===== src/rtl/pixel_color_filter_top_defines.svh =====
// Assertion macros shared by the RTL files.
// PCF_ASSERT checks a property on the rising clock edge, held off while reset is asserted.
// PCF_ASSERT_ALWAYS checks a property on every rising clock edge, reset included.
`ifndef PIXEL_COLOR_FILTER_TOP_DEFINES_SVH
`define PIXEL_COLOR_FILTER_TOP_DEFINES_SVH

`ifndef SYNTHESIS

`define PCF_ASSERT(lbl, prop) \
    lbl: assert property (@(posedge clk) disable iff (!rst_n) (prop)) \
        else $error("pixel_color_filter assertion failed");

`define PCF_ASSERT_ALWAYS(lbl, prop) \
    lbl: assert property (@(posedge clk) (prop)) \
        else $error("pixel_color_filter assertion failed");

`else

`define PCF_ASSERT(lbl, prop)

`define PCF_ASSERT_ALWAYS(lbl, prop)

`endif

`endif


===== src/rtl/pcf_pkg.sv =====
package pcf_pkg;

    localparam int CHAN_W = 8;

    typedef logic [CHAN_W-1:0] chan_t;

    typedef struct packed {
        chan_t red;
        chan_t green;
        chan_t blue;
    } pixel_t;

    typedef struct packed {
        pixel_t pix;
        logic   single_channel;
    } result_t;

    typedef logic [1:0] mode_t;

    localparam mode_t MODE_GRAY     = 2'd0;
    localparam mode_t MODE_NEGATIVE = 2'd1;
    localparam mode_t MODE_XRAY     = 2'd2;
    localparam mode_t MODE_WARM     = 2'd3;

    localparam chan_t CHAN_MAX = 8'd255;

    // X-ray curve floor(gray^1.5), saturated at full scale above gray 40.
    function automatic chan_t xray_lookup(input chan_t gray);
        chan_t val;
        case (gray)
            8'd0:    val = 8'd0;
            8'd1:    val = 8'd1;
            8'd2:    val = 8'd2;
            8'd3:    val = 8'd5;
            8'd4:    val = 8'd8;
            8'd5:    val = 8'd11;
            8'd6:    val = 8'd14;
            8'd7:    val = 8'd18;
            8'd8:    val = 8'd22;
            8'd9:    val = 8'd27;
            8'd10:   val = 8'd31;
            8'd11:   val = 8'd36;
            8'd12:   val = 8'd41;
            8'd13:   val = 8'd46;
            8'd14:   val = 8'd52;
            8'd15:   val = 8'd58;
            8'd16:   val = 8'd64;
            8'd17:   val = 8'd70;
            8'd18:   val = 8'd76;
            8'd19:   val = 8'd82;
            8'd20:   val = 8'd89;
            8'd21:   val = 8'd96;
            8'd22:   val = 8'd103;
            8'd23:   val = 8'd110;
            8'd24:   val = 8'd117;
            8'd25:   val = 8'd125;
            8'd26:   val = 8'd132;
            8'd27:   val = 8'd140;
            8'd28:   val = 8'd148;
            8'd29:   val = 8'd156;
            8'd30:   val = 8'd164;
            8'd31:   val = 8'd172;
            8'd32:   val = 8'd181;
            8'd33:   val = 8'd189;
            8'd34:   val = 8'd198;
            8'd35:   val = 8'd207;
            8'd36:   val = 8'd216;
            8'd37:   val = 8'd225;
            8'd38:   val = 8'd234;
            8'd39:   val = 8'd243;
            8'd40:   val = 8'd252;
            default: val = CHAN_MAX;
        endcase
        return val;
    endfunction

endpackage


===== src/rtl/pixel_color_filter_top.sv =====
// Pixel color filter: each RGB pixel word is filtered by the mode in the two-bit
// register (0 grayscale, 1 negative, 2 x-ray, 3 warm sepia tone) and leaves as one
// result word; in the gray modes all three channels carry the same value and
// single_channel is set. A pixel is taken every clock while in_stall is low, and its
// result is valid on the output once it moves from the input register to the output
// register, the whole filter being one pass of logic between the two. Write the mode only
// while no pixel is in flight.
`include "pixel_color_filter_top_defines.svh"

module pixel_color_filter_top (
    input  logic           clk,
    input  logic           rst_n,
    input  logic           in_valid,
    output logic           in_stall,
    input  pcf_pkg::chan_t in_red,
    input  pcf_pkg::chan_t in_green,
    input  pcf_pkg::chan_t in_blue,
    output logic           out_valid,
    input  logic           out_stall,
    output pcf_pkg::chan_t out_red,
    output pcf_pkg::chan_t out_green,
    output pcf_pkg::chan_t out_blue,
    output logic           single_channel,
    input  logic           cfg_we,
    input  pcf_pkg::mode_t cfg_wdata
);
    import pcf_pkg::*;

    mode_t   mode_reg;
    mode_t   mode_next;
    logic    s1_vld_reg;
    logic    s1_vld_next;
    pixel_t  s1_pix_reg;
    pixel_t  s1_pix_next;
    logic    out_vld_reg;
    logic    out_vld_next;
    result_t out_res_reg;
    result_t out_res_next;

    logic    s2_ready;
    logic    in_take;
    logic    s1_move;
    pixel_t  in_pix;
    result_t core_res;

    assign in_pix.red   = in_red;
    assign in_pix.green = in_green;
    assign in_pix.blue  = in_blue;

    assign s2_ready = !out_vld_reg || !out_stall;
    assign in_stall = s1_vld_reg && !s2_ready;
    assign in_take  = in_valid && !in_stall;
    assign s1_move  = s1_vld_reg && s2_ready;

    pcf_core u_core (
        .mode (mode_reg),
        .pix  (s1_pix_reg),
        .res  (core_res)
    );

    always_comb
    begin
        mode_next    = cfg_we ? cfg_wdata : mode_reg;
        s1_vld_next  = in_take || (s1_vld_reg && !s2_ready);
        s1_pix_next  = in_take ? in_pix : s1_pix_reg;
        out_vld_next = s2_ready ? s1_vld_reg : out_vld_reg;
        out_res_next = s1_move ? core_res : out_res_reg;
    end

    always_ff @(posedge clk or negedge rst_n)
    begin
        if (!rst_n)
        begin
            mode_reg    <= MODE_GRAY;
            s1_vld_reg  <= 1'b0;
            out_vld_reg <= 1'b0;
        end
        else
        begin
            mode_reg    <= mode_next;
            s1_vld_reg  <= s1_vld_next;
            out_vld_reg <= out_vld_next;
        end
    end

    always_ff @(posedge clk)
    begin
        s1_pix_reg  <= s1_pix_next;
        out_res_reg <= out_res_next;
    end

    assign out_valid      = out_vld_reg;
    assign out_red        = out_res_reg.pix.red;
    assign out_green      = out_res_reg.pix.green;
    assign out_blue       = out_res_reg.pix.blue;
    assign single_channel = out_res_reg.single_channel;

    // The input side only stalls when the input stage holds a word it cannot pass on.
    `PCF_ASSERT_ALWAYS(a_stall_needs_word, in_stall |-> s1_vld_reg)
    // An accepted word is always held in the input stage on the next cycle.
    `PCF_ASSERT(a_take_fills_stage, (in_valid && !in_stall) |=> s1_vld_reg)
    // A word leaving the input stage always shows up as a valid result.
    `PCF_ASSERT(a_move_gives_result, (s1_vld_reg && s2_ready) |=> out_valid)
    // A gray result carries the same value on all three channels.
    `PCF_ASSERT(a_gray_channels_match,
        (out_valid && single_channel) |-> (out_red == out_green && out_green == out_blue))

endmodule


===== src/rtl/pcf_luma.sv =====
module pcf_luma (
    input  pcf_pkg::pixel_t pix,
    output pcf_pkg::chan_t  gray
);
    import pcf_pkg::*;

    // The per-mille weights 299, 587 and 114 are each folded with the reciprocal
    // ceil(2^28 / 1000), so one shift gives the exact floor of the sum over 1000.
    localparam int LUMA_SHIFT = 28;
    localparam int SUM_W      = 36;

    localparam logic [SUM_W-1:0] WEIGHT_RED   = 36'd80262364;
    localparam logic [SUM_W-1:0] WEIGHT_GREEN = 36'd157571932;
    localparam logic [SUM_W-1:0] WEIGHT_BLUE  = 36'd30601704;

    logic [SUM_W-1:0] prod_red;
    logic [SUM_W-1:0] prod_green;
    logic [SUM_W-1:0] prod_blue;
    logic [SUM_W-1:0] luma_sum;

    assign prod_red   = SUM_W'(pix.red) * WEIGHT_RED;
    assign prod_green = SUM_W'(pix.green) * WEIGHT_GREEN;
    assign prod_blue  = SUM_W'(pix.blue) * WEIGHT_BLUE;
    assign luma_sum   = prod_red + prod_green + prod_blue;
    assign gray       = luma_sum[LUMA_SHIFT +: CHAN_W];

endmodule


===== src/rtl/pcf_core.sv =====
module pcf_core (
    input  pcf_pkg::mode_t   mode,
    input  pcf_pkg::pixel_t  pix,
    output pcf_pkg::result_t res
);
    import pcf_pkg::*;

    // A tenth is taken by multiplying with ceil(2^15 / 10) and shifting by 15,
    // which is exact for every value that 11c or 9c can reach.
    localparam int          TENTH_SHIFT = 15;
    localparam logic [15:0] WARM_UP_MUL = 16'd36047;
    localparam logic [14:0] WARM_DN_MUL = 15'd29493;
    localparam chan_t       WARM_OFFSET = 8'd10;

    function automatic chan_t warm_up(input chan_t c);
        logic [23:0] prod;
        logic [9:0]  lifted;
        prod   = 24'(c) * 24'(WARM_UP_MUL);
        lifted = 10'(prod[23:TENTH_SHIFT]) + 10'(WARM_OFFSET);
        return (lifted > 10'(CHAN_MAX)) ? CHAN_MAX : lifted[CHAN_W-1:0];
    endfunction

    function automatic chan_t warm_down(input chan_t c);
        logic [22:0] prod;
        chan_t       scaled;
        prod   = 23'(c) * 23'(WARM_DN_MUL);
        scaled = prod[22:TENTH_SHIFT];
        return (scaled > WARM_OFFSET) ? (scaled - WARM_OFFSET) : '0;
    endfunction

    chan_t gray;
    chan_t xray;

    pcf_luma u_luma (
        .pix  (pix),
        .gray (gray)
    );

    assign xray = xray_lookup(gray);

    always_comb
    begin
        case (mode)
            MODE_GRAY:
            begin
                res.pix.red        = gray;
                res.pix.green      = gray;
                res.pix.blue       = gray;
                res.single_channel = 1'b1;
            end
            MODE_NEGATIVE:
            begin
                res.pix.red        = ~pix.red;
                res.pix.green      = ~pix.green;
                res.pix.blue       = ~pix.blue;
                res.single_channel = 1'b0;
            end
            MODE_XRAY:
            begin
                res.pix.red        = xray;
                res.pix.green      = xray;
                res.pix.blue       = xray;
                res.single_channel = 1'b1;
            end
            default:
            begin
                res.pix.red        = warm_up(pix.red);
                res.pix.green      = warm_up(pix.green);
                res.pix.blue       = warm_down(pix.blue);
                res.single_channel = 1'b0;
            end
        endcase
    end

endmodule

===== config.mk =====
export PLATFORM = sky130hd
export DESIGN_NAME = pixel_color_filter_top
export DESIGN_NICKNAME = d
export VERILOG_FILES = /design/src/rtl/pcf_pkg.sv /design/src/rtl/pixel_color_filter_top.sv /design/src/rtl/pcf_luma.sv /design/src/rtl/pcf_core.sv
export VERILOG_INCLUDE_DIRS = /design/src /design/src/rtl
export SDC_FILE = /design/constraint.sdc
export NUM_CORES = 1
export LEC_CHECK = 0
export BUFFER_PORTS_ARGS = -buffer_cell sky130_fd_sc_hd__clkbuf_2
export CAP_MARGIN = 20
export CORE_MARGIN = 2
export CORE_UTILIZATION = 60
export DETAILED_ROUTE_END_ITERATION = 8
export PLACE_DENSITY = 0.76
export SLEW_MARGIN = 20
export SYNTH_ARGS = -nofsm -noshare
export SYNTH_HDL_FRONTEND = slang
export SYNTH_HIERARCHICAL = 1
export SYNTH_SLANG_ARGS = --single-unit

===== constraint.sdc =====
create_clock -name clk -period 9.7 [get_ports clk]
set_clock_uncertainty 0.05 [all_clocks]
set_input_delay 1.455 -clock clk [delete_from_list [all_inputs] [get_ports clk]]
set_output_delay 1.455 -clock clk [all_outputs]
set_load 0.01 [all_outputs]

* After elaboration in Yosys (flattened, before gate mapping) *
Memories as Yosys holds them, arrays and structs flattened.
Cells that the tools add are included.

storage, ports and cells
  memory bits (read-only) = 512
  bits in registers = 53
  memories kept = 1
  output and inout port bits = 27
  bits of input ports = 31

operators by class
  reduce and logical (&&, ||, !) cells = 11
  $add $sub $neg = 5
  bitwise gates (word level) = 3
  magnitude comparators = 3
  equality and inequality tests = 2
  multiply operators = 6
  mux-type cells = 5

memories
  name             depth  width  read ports  clocked after memory_dff  wr ports  line           source
  (no name shown)  64     8      1           0                         0         pcf_pkg.sv:30  case (gray)

operators by type and width
  operator                 number
  $pmux W25 S3             1
  $mul A8 B16 Y24 const B  2
  $add A35 B36 Y36         1
  $add A36 B33 Y36         1
  $mul A8 B26 Y34 const B  1
  $mul A8 B25 Y33 const B  1
  $mux W8                  4
  $mul A8 B22 Y30 const B  1
  $not A8 Y8               3
  $mul A8 B15 Y23 const B  1
  $add A9 B4 Y10 const B   2
  $gt A10 B8 Y1 const B    2
  $gt A8 B4 Y1 const B     1
  $sub A8 B4 Y8 const B    1
  $logic_not A1 Y1         4
  $logic_not A2 Y1         2
  $logic_and A1 B1 Y1      3
  $eq A2 B1 Y1 const B     1
  $eq A2 B2 Y1 const B     1
  $logic_or A1 B1 Y1       2

* Longest topological paths before layout *
Gate-level depths: netlist of run 1.

  depth after elaboration = 7
  depth in mapped cells = 40
  gate-level depth less buffers = 40

* By module *
The synthesis of run 1 kept the hierarchy.

by module, submodules not included
  module                  cells each  seq. area each (µm²)  area an instance (µm²)  times used
  pcf_luma                1270        0.0                   11229.5                 1
  pcf_core                855         0.0                   7011.7                  1
  pixel_color_filter_top  61          1571.5                1642.8                  1

* Worst setup path after synthesis of run 1 *
No wires, ideal clock.

  path type = register to register
  from = reg s1_pix_reg[14] (netlist name)
  to = reg out_res_reg (netlist bit out_red[7]), data pin
  library setup time = 0.131 ns
  data required time = 9.519 ns
  arrival time = 8.766 ns
  slack = 0.753 ns
  path buffers = 1
  stages on the path, launching flop included = 38
  cell sequence = edfxtp_1 -> fa_1 -> inv_1 -> fa_1 -> inv_1 -> fa_1 -> inv_1 -> fa_1 -> inv_1 -> ha_1 -> nor2_1 -> o21ai_0 -> o211a_1 -> o211ai_1 -> a21oi_1 -> nor2_1 -> o31ai_1 -> or4b_1 -> (+2 left out) -> inv_1 -> ha_1 -> nand2_1 -> a211oi_1 -> or4_1 -> a211o_1 -> and2_1 -> nor2_1 -> clkbuf_1 -> clkinv_1 -> ha_1 -> nand3b_1 -> a31oi_1 -> a31oi_1 -> mux2i_1 -> nor2_1 -> a31oi_1 -> o32a_1

RTL lines
  what                    line                          source
  from (decl)             pixel_color_filter_top.sv:33  pixel_t s1_pix_reg;
  from (signal assigned)  pixel_color_filter_top.sv:88  s1_pix_reg <= s1_pix_next;
  to (signal assigned)    pixel_color_filter_top.sv:89  out_res_reg <= out_res_next;
  to (decl)               pixel_color_filter_top.sv:37  result_t out_res_reg;

==> run metrics, run 1 <==
run status=completed; filler cell count in the final layout=2662; kind of cell adding the most delay to the critical path=adder cells; critical path start-end classification=reg2reg; critical register-to-register path endpoint=out_red[0]; worst hold path stage count=1; overall die area=34610 sq um; Clock H-tree levels=2; Reg2Reg Depth=36; r2r startpoint=s1_pix_reg[13]; required time worst endpoint=9.69 ns; highest-delay cell along the critical path=sky130_fd_sc_hd__or4_1; hold_buf cts=0; number of warnings reported in the yosys synthesis log=6; drt wl/cell=18.56 um; xor/xnor share of the synthesized area=around 5%; number of global-route vias before repair=roughly 16000; share of cells above drive strength 1=between 7 and 8%; via count of the routed design=15946; weighted congestion at the end of routability-driven global placement=0.9560; pin count of the biggest net entering global routing=36; Reg2Reg Setup Slack=0.42 ns; most common cell in the netlist=sky130_fd_sc_hd__inv_1; Worst Max-Slew Pin Slew=1.066 ns; final number of setup-violating endpoints=0; maximum clock insertion buffer count=2; post-synthesis share of cell area spent on and, or, nand and nor gates=9.388%; top-level port count=58; count of nets after finishing=between 2000 and 3000; estimated wirelength of the detail-placed design=~43 mm; Worst Hold Launch=s1_vld_reg; number of flip-flops under the largest register name=24; crit-path max cell delay=0.57 ns; max cap viols=0; commonest cells in the synthesized netlist=sky130_fd_sc_hd__inv_1 (453), sky130_fd_sc_hd__ha_1 (439), sky130_fd_sc_hd__fa_1 (242); unrepaired setup endpoints after global routing=yes; antenna diode count=0; fraction of synthesized cell area taken by the top area cell type=roughly 28%; relative slew slack=between 20% and 30%; crit path max fanout=20; top area cells in the synthesized netlist=sky130_fd_sc_hd__ha_1 (28%), sky130_fd_sc_hd__fa_1 (24%), sky130_fd_sc_hd__inv_1 (8.6%); synthesized-area fraction occupied by ao, oa, aoi and oai cells=15.80%; endpoint kind of the worst setup timing path=flop; TritonCTS clock tree=built; sequential area share after synthesis=7.903%; total clock buffers created by CTS=5; mean number of vias per cell=5.888; Worst Path Arrival=just over 9 ns; Period Utilization, post-route=95.64%; number of standard-cell rows in the floorplan=66; area taken by multi-input logic gates=16540 sq um; cell taking the most area after synthesis=sky130_fd_sc_hd__ha_1; kind of path behind the tightest hold check=reg2reg; number of distinct standard cells referenced by the synthesized netlist=83; Total Routed Length=a little over 50 mm; sinks on the clock net=53; post-synthesis async set-or-reset flop share=under 10%; final hold violation count=0; clock insertion delay at the later pin of the skew report=0.32 ns; global-route wire length before repair=82.05 mm; final count of pins violating max slew=0; Remaining DRCs=0; count of flip-flops with a built-in enable after synthesis=49; total buffers and inverters traversed by the critical path=6; critical path startpoint category=flop; Antenna Nets Post-Route=0; Min-Delay Endpoint=out_valid; total core area=~33000 sq um; initial standard-cell utilization of the core=60.96%; sequential cell area=1572 sq um; Clock Pin Slew Worst Setup and Hold Paths=0.08 ns; buffer type at the clock tree root=sky130_fd_sc_hd__clkbuf_16; number of antenna violations at the first check in global routing=0; DR iter-0 viols=1046; multiplexer share of the synthesized area=less than 1%; synthesis-to-finish area growth=6.362%; number of input and output port buffers inserted=between 50 and 60; GR Util All Layers=30.14%; Achievable Freq=0.1078 GHz; final critical-path required period=9.277 ns; post-synthesis area per instance=a little over 9 sq um; Total Neg Setup Slack=0 ns; TritonRoute pass-1 iters=5; Die Span Y=186.0 um; cell area after technology mapping=a little under 20000 sq um; Remaining Overflow, GRT=0; top_reg_cell synth=sky130_fd_sc_hd__edfxtp_1; main combinational cell family by area after synthesis=adder cells; flip-flop and latch count after synthesis=53; Chip Width=approximately 190 um; syn_nets=2898; cells after synthesis=2186; adder-cell share of the synthesized area=52.04%
==> worst max-delay path by stage <==
stage,startpoint,end,slack [ns],cells past startpoint
after detailed placement,s1_pix_reg[10],out_red[0],0.28,34
after floorplan,s1_pix_reg[14],out_red[7],0.75,37
after global placement,s1_pix_reg[6],out_red[0],0.48,33
final,s1_pix_reg[13],out_red[0],0.42,36
after global routing,s1_pix_reg[13],out_green[3],-0.06,37
after CTS,s1_pix_reg[10],out_red[0],0.20,34
==> per-stage QoR <==
step	utilization [%]	instance area [sq um]	hold slack (ns)	cells	setup slack (ns)
after floorplan	-	19880	0.4111	2186	0.7530
after global placement	64.07	20900	0.4221	2694	0.4782
after detailed placement	64.07	20900	0.4392	2694	0.2783
after CTS	64.54	21050	0.4569	2702	0.1965
after global routing	64.84	21150	0.4730	2708	-0.05822
final	64.84	21150	0.4618	2708	0.4226
==> per-layer routing <==
layer / up-vias / routed length (um) / track usage, %
li1: 7646 / - / -
met1: 7732 / 22620 / 41.02
met2: 493 / 23710 / 51.18
met3: 75 / 2522 / 3.033
met4: 0 / 1420 / 8.315
met5: - / 0 / 0
==> cells by family (layout without fill, tap and decap cells) <==
kind of cell | after synthesis | count (layout)
AO/OA/AOI/OAI | 478 | 478
AND/OR/NAND/NOR | 364 | 364
flip-flops | 53 | 53
multiplexers | 12 | 12
buffers and inverters | 484 | 564
adder cells (fa/ha/maj) | 682 | 682
XOR/XNOR | 113 | 113
==> layout by cell type, fill, tap and decap left out, types with 12 or more instances in the layout <==
cell | synthesis | layout
sky130_fd_sc_hd__inv_1 | 453 | 453
sky130_fd_sc_hd__ha_1 | 439 | 438
sky130_fd_sc_hd__fa_1 | 242 | 242
sky130_fd_sc_hd__a21oi_1 | 138 | 136
sky130_fd_sc_hd__nor2_1 | 91 | 90
sky130_fd_sc_hd__o21ai_0 | 81 | 80
sky130_fd_sc_hd__nand2_1 | 78 | 78
sky130_fd_sc_hd__a21o_1 | 66 | 66
sky130_fd_sc_hd__xnor2_1 | 62 | 61
sky130_fd_sc_hd__clkbuf_2 | 0 | 57
sky130_fd_sc_hd__xor2_1 | 51 | 51
sky130_fd_sc_hd__edfxtp_1 | 49 | 49
sky130_fd_sc_hd__buf_4 | 0 | 44
sky130_fd_sc_hd__nand3_1 | 31 | 31
sky130_fd_sc_hd__a211oi_1 | 26 | 25
sky130_fd_sc_hd__nor3_1 | 26 | 25
sky130_fd_sc_hd__a31oi_1 | 24 | 23
sky130_fd_sc_hd__nand2b_1 | 20 | 20
sky130_fd_sc_hd__o21a_1 | 20 | 20
sky130_fd_sc_hd__and3_1 | 19 | 19
sky130_fd_sc_hd__o211ai_1 | 17 | 17
sky130_fd_sc_hd__or2_2 | 17 | 17
sky130_fd_sc_hd__nand4_1 | 16 | 16
sky130_fd_sc_hd__o21bai_1 | 16 | 16
sky130_fd_sc_hd__nor2b_1 | 16 | 16
sky130_fd_sc_hd__and4_1 | 12 | 12
==> layout make-up <==
| cell class | instances | share of cell area, % |
|---|---|---|
| Multi-Input combinational cell | 1649 | 78.21 |
| Inverter | 454 | 8.058 |
| Tap cell | 442 | 2.615 |
| Timing Repair Buffer | 102 | 2.964 |
| Clock inverter | 3 | 0.1361 |
| Sequential cell | 53 | 7.431 |
| Clock buffer | 5 | 0.5916 |
==> what timing repair did <==
item / in CTS / in global routing
gates resized for setup: 0 / 11
setup buffers: 0 / 6
endpoints found under the setup margin: 0 / 23
Power of run 1 is not shown: default switching activity piles up to over one toggle a cycle in this logic, so the estimate is an artifact.
==> run 2: changes to the inputs <==
--- a/config.mk
+++ b/config.mk
@@ -11,9 +11,10 @@
 export CORE_MARGIN = 2
 export CORE_UTILIZATION = 60
 export DETAILED_ROUTE_END_ITERATION = 8
+export GPL_TIMING_DRIVEN = 0
 export PLACE_DENSITY = 0.76
+export SKIP_CTS_REPAIR_TIMING = 1
 export SLEW_MARGIN = 20
 export SYNTH_ARGS = -nofsm -noshare
 export SYNTH_HDL_FRONTEND = slang
-export SYNTH_HIERARCHICAL = 1
 export SYNTH_SLANG_ARGS = --single-unit
==> run metrics, run 2 <==
mean number of vias per cell=5.959 (was 5.888); overall die area=32640 sq um (was 34610 sq um); syn_nets=2687 (was 2898); share of cells above drive strength 1=9.692% (was 7.017%); post-placement setup slack=-0.6236 ns (was 0.2783 ns); Clock Pin Slew Worst Setup and Hold Paths=0.07 ns (was 0.08 ns); Total Routed Length=48.47 mm (was 50.27 mm); Antenna Nets Post-Route=0 (unchanged); TritonCTS clock tree=built (unchanged); number of input and output port buffers inserted=57 (unchanged); final number of setup-violating endpoints=0 (unchanged); Period Utilization, post-route=97.28% (was 95.64%); final count of pins violating max slew=0 (unchanged); Die Span Y=180.7 um (was 186.0 um); fraction of synthesized cell area taken by the top area cell type=26.99% (was 27.62%); highest-count cells in the layout ignoring fill and taps=sky130_fd_sc_hd__inv_1 (422), sky130_fd_sc_hd__ha_1 (403), sky130_fd_sc_hd__fa_1 (235) (was sky130_fd_sc_hd__inv_1 (453), sky130_fd_sc_hd__ha_1 (438), sky130_fd_sc_hd__fa_1 (242)); number of global-route vias before repair=15526 (was 16090); number of standard-cell rows in the floorplan=64 (was 66); unrepaired setup endpoints after global routing=yes (unchanged); number of flip-flops under the largest register name=24 (unchanged); number of antenna violations at the first check in global routing=0 (unchanged); total core area=30670 sq um (was 32620 sq um); kind of path behind the tightest hold check=reg2reg (unchanged); run status=completed (unchanged); critical path startpoint category=flop (unchanged); final critical-path required period=9.436 ns (was 9.277 ns); hold slack final=0.4475 ns (was 0.4618 ns); synthesis-to-finish area growth=8.987% (was 6.362%); top area cells in the synthesized netlist=sky130_fd_sc_hd__ha_1 (27%), sky130_fd_sc_hd__fa_1 (25%), sky130_fd_sc_hd__inv_1 (8.5%) (was sky130_fd_sc_hd__ha_1 (28%), sky130_fd_sc_hd__fa_1 (24%), sky130_fd_sc_hd__inv_1 (8.6%)); buffer type at the clock tree root=sky130_fd_sc_hd__clkbuf_16 (unchanged); max cap viols=0 (unchanged); cells after synthesis=2016 (was 2186); area taken by multi-input logic gates=15690 sq um (was 16540 sq um); crit-path max cell delay=0.61 ns (was 0.57 ns); weighted congestion at the end of routability-driven global placement=0.9432 (was 0.9560); most frequent standard cell in the layout excluding fill and tap cells=sky130_fd_sc_hd__inv_1 (unchanged); critical path start-end classification=reg2reg (unchanged); filler cell count in the final layout=2470 (was 2662); Remaining DRCs=0 (unchanged); top_reg_cell synth=sky130_fd_sc_hd__edfxtp_1 (unchanged); required time worst endpoint=9.71 ns (was 9.69 ns); Worst Max-Slew Pin Slew=0.9371 ns (was 1.066 ns); Remaining Overflow, GRT=0 (unchanged); post-synthesis async set-or-reset flop share=7.547% (unchanged); most common cell in the netlist=sky130_fd_sc_hd__inv_1 (unchanged); initial standard-cell utilization of the core=61.06% (was 60.96%); estimated wirelength of the detail-placed design=41.12 mm (was 43.42 mm); count of nets after finishing=2816 (was 2977); crit path max fanout=7 (was 20); clock insertion delay at the later pin of the skew report=0.32 ns (about the same); commonest cells in the synthesized netlist=sky130_fd_sc_hd__inv_1 (423), sky130_fd_sc_hd__ha_1 (404), sky130_fd_sc_hd__fa_1 (236) (was sky130_fd_sc_hd__inv_1 (453), sky130_fd_sc_hd__ha_1 (439), sky130_fd_sc_hd__fa_1 (242)); endpoint kind of the worst setup timing path=flop (unchanged); pin count of the biggest net entering global routing=25 (was 36); sinks on the clock net=53 (unchanged); cell repeated most along the worst path=sky130_fd_sc_hd__inv_1; global-route wire length before repair=78.18 mm (was 82.05 mm); minimum setup slack in the final design=0.2637 ns (was 0.4226 ns); post-synthesis area per instance=9.289 sq um (was 9.096 sq um); cell taking the most area after synthesis=sky130_fd_sc_hd__ha_1 (unchanged); highest-delay cell along the critical path=sky130_fd_sc_hd__a2111oi_0 (was sky130_fd_sc_hd__or4_1); total clock buffers created by CTS=5 (unchanged); top-level port count=58 (unchanged); relative slew slack=37.52% (was 28.92%); antenna diode count=0 (unchanged); number of warnings reported in the yosys synthesis log=0 (was 6); Worst Path Arrival=9.44 ns (was 9.27 ns); sequential area share after synthesis=8.392% (was 7.903%); GR Util All Layers=30.00% (was 30.14%); final hold violation count=0 (unchanged); DR iter-0 viols=1063 (was 1046); TritonRoute pass-1 iters=5 (unchanged); Clock H-tree levels=2 (unchanged); Chip Width=180.7 um (was 186.0 um); maximum clock insertion buffer count=2 (unchanged); via count of the routed design=15147 (was 15946); drt wl/cell=19.07 um (was 18.56 um); sequential cell area=1572 sq um (unchanged); Achievable Freq=0.1060 GHz (was 0.1078 GHz); flip-flop and latch count after synthesis=53 (unchanged); number of distinct standard cells referenced by the synthesized netlist=89 (was 83); cell area after technology mapping=18730 sq um (was 19880 sq um); count of flip-flops with a built-in enable after synthesis=49 (unchanged)
[run 2: cell types whose count changed in the layout (fill, tap and decap cells not counted), sizes merged, moves of 8 or more]
cell | before | now
a211oi | 28 | 19
a21o | 66 | 47
a21oi | 138 | 123
a31oi | 24 | 13
and2 | 5 | 14
buf | 45 | 74
clkbuf | 62 | 73
ha | 439 | 404
inv | 455 | 425
nand4 | 16 | 8
o21ai | 83 | 54
xnor2 | 62 | 54
[run 2: final timing paths]
kind	startpoint	endpoint	slack [ns]	cells past startpoint
min in group asynchronous	rst_n	mode_reg[0]	0.89	1
max reg2reg	s1_pix_reg[14]	out_green[3]	0.26	36
max in group asynchronous	rst_n	s1_vld_reg	8.56	1
min	s1_vld_reg	out_valid	0.45	1
min reg2reg	s1_vld_reg	out_valid	0.45	1
max	s1_pix_reg[14]	out_green[3]	0.26	36
[run 2: routing by layer]
| metal | up-vias | GRT usage (%) | share of wire [%] |
|---|---|---|---|
| met3 | 116 | 4.527 | 5.6 |
| met4 | 0 | 10.23 | 3.5 |
| met2 | 397 | 52.53 | 49 |
| met5 | - | 0 | 0 |
| li1 | 7168 | - | - |
| met1 | 7466 | 37.79 | 42 |
[run 2: area by class of cell]
type                            instances  area share [%]
Clock inverter                          3          0.1226
Timing Repair Buffer                  122           3.997
Inverter                              424           7.798
Clock buffer                            5          0.6130
Tap cell                              396           2.428
Sequential cell                        53           7.700
Multi-Input combinational cell       1519           76.88
Buffer                                 20          0.4659
[run 2: critical path: cells and delay by family (launching register included)]
kind | cells | cell delay [ns]
AO/OA/AOI/OAI | 10 | 2.69
XOR/XNOR | 1 | 0.12
adder cells (fa/ha/maj) | 8 | 3.63
buffers and inverters | 9 | 0.94
flip-flops | 1 | 0.42
AND/OR/NAND/NOR | 8 | 1.33
[run 2: per-stage QoR]
stage	utilization, %	setup TNS [ns]	area [sq um]	instances
6_report	66.55	0	20410	2542
5_1_grt	66.55	-0.3696	20410	2542
4_1_cts	64.27	-8.382	19710	2480
3_5_place_dp	63.78	-7.526	19560	2472
3_3_place_gp	63.61	-7.749	19510	2469
2_1_floorplan	-	0	18730	2016
[run 2: cell families after synthesis]
| logic type | synth area share (%) |
|---|---|
| flip-flops | 8.392 |
| buffers and inverters | 8.966 |
| adder cells (fa/ha/maj) | 52.22 |
| multiplexers | 0.6748 |
| XOR/XNOR | 5.091 |
| AND/OR/NAND/NOR | 9.207 |
| AO/OA/AOI/OAI | 15.45 |
Power of run 2 is left out for the same reason.
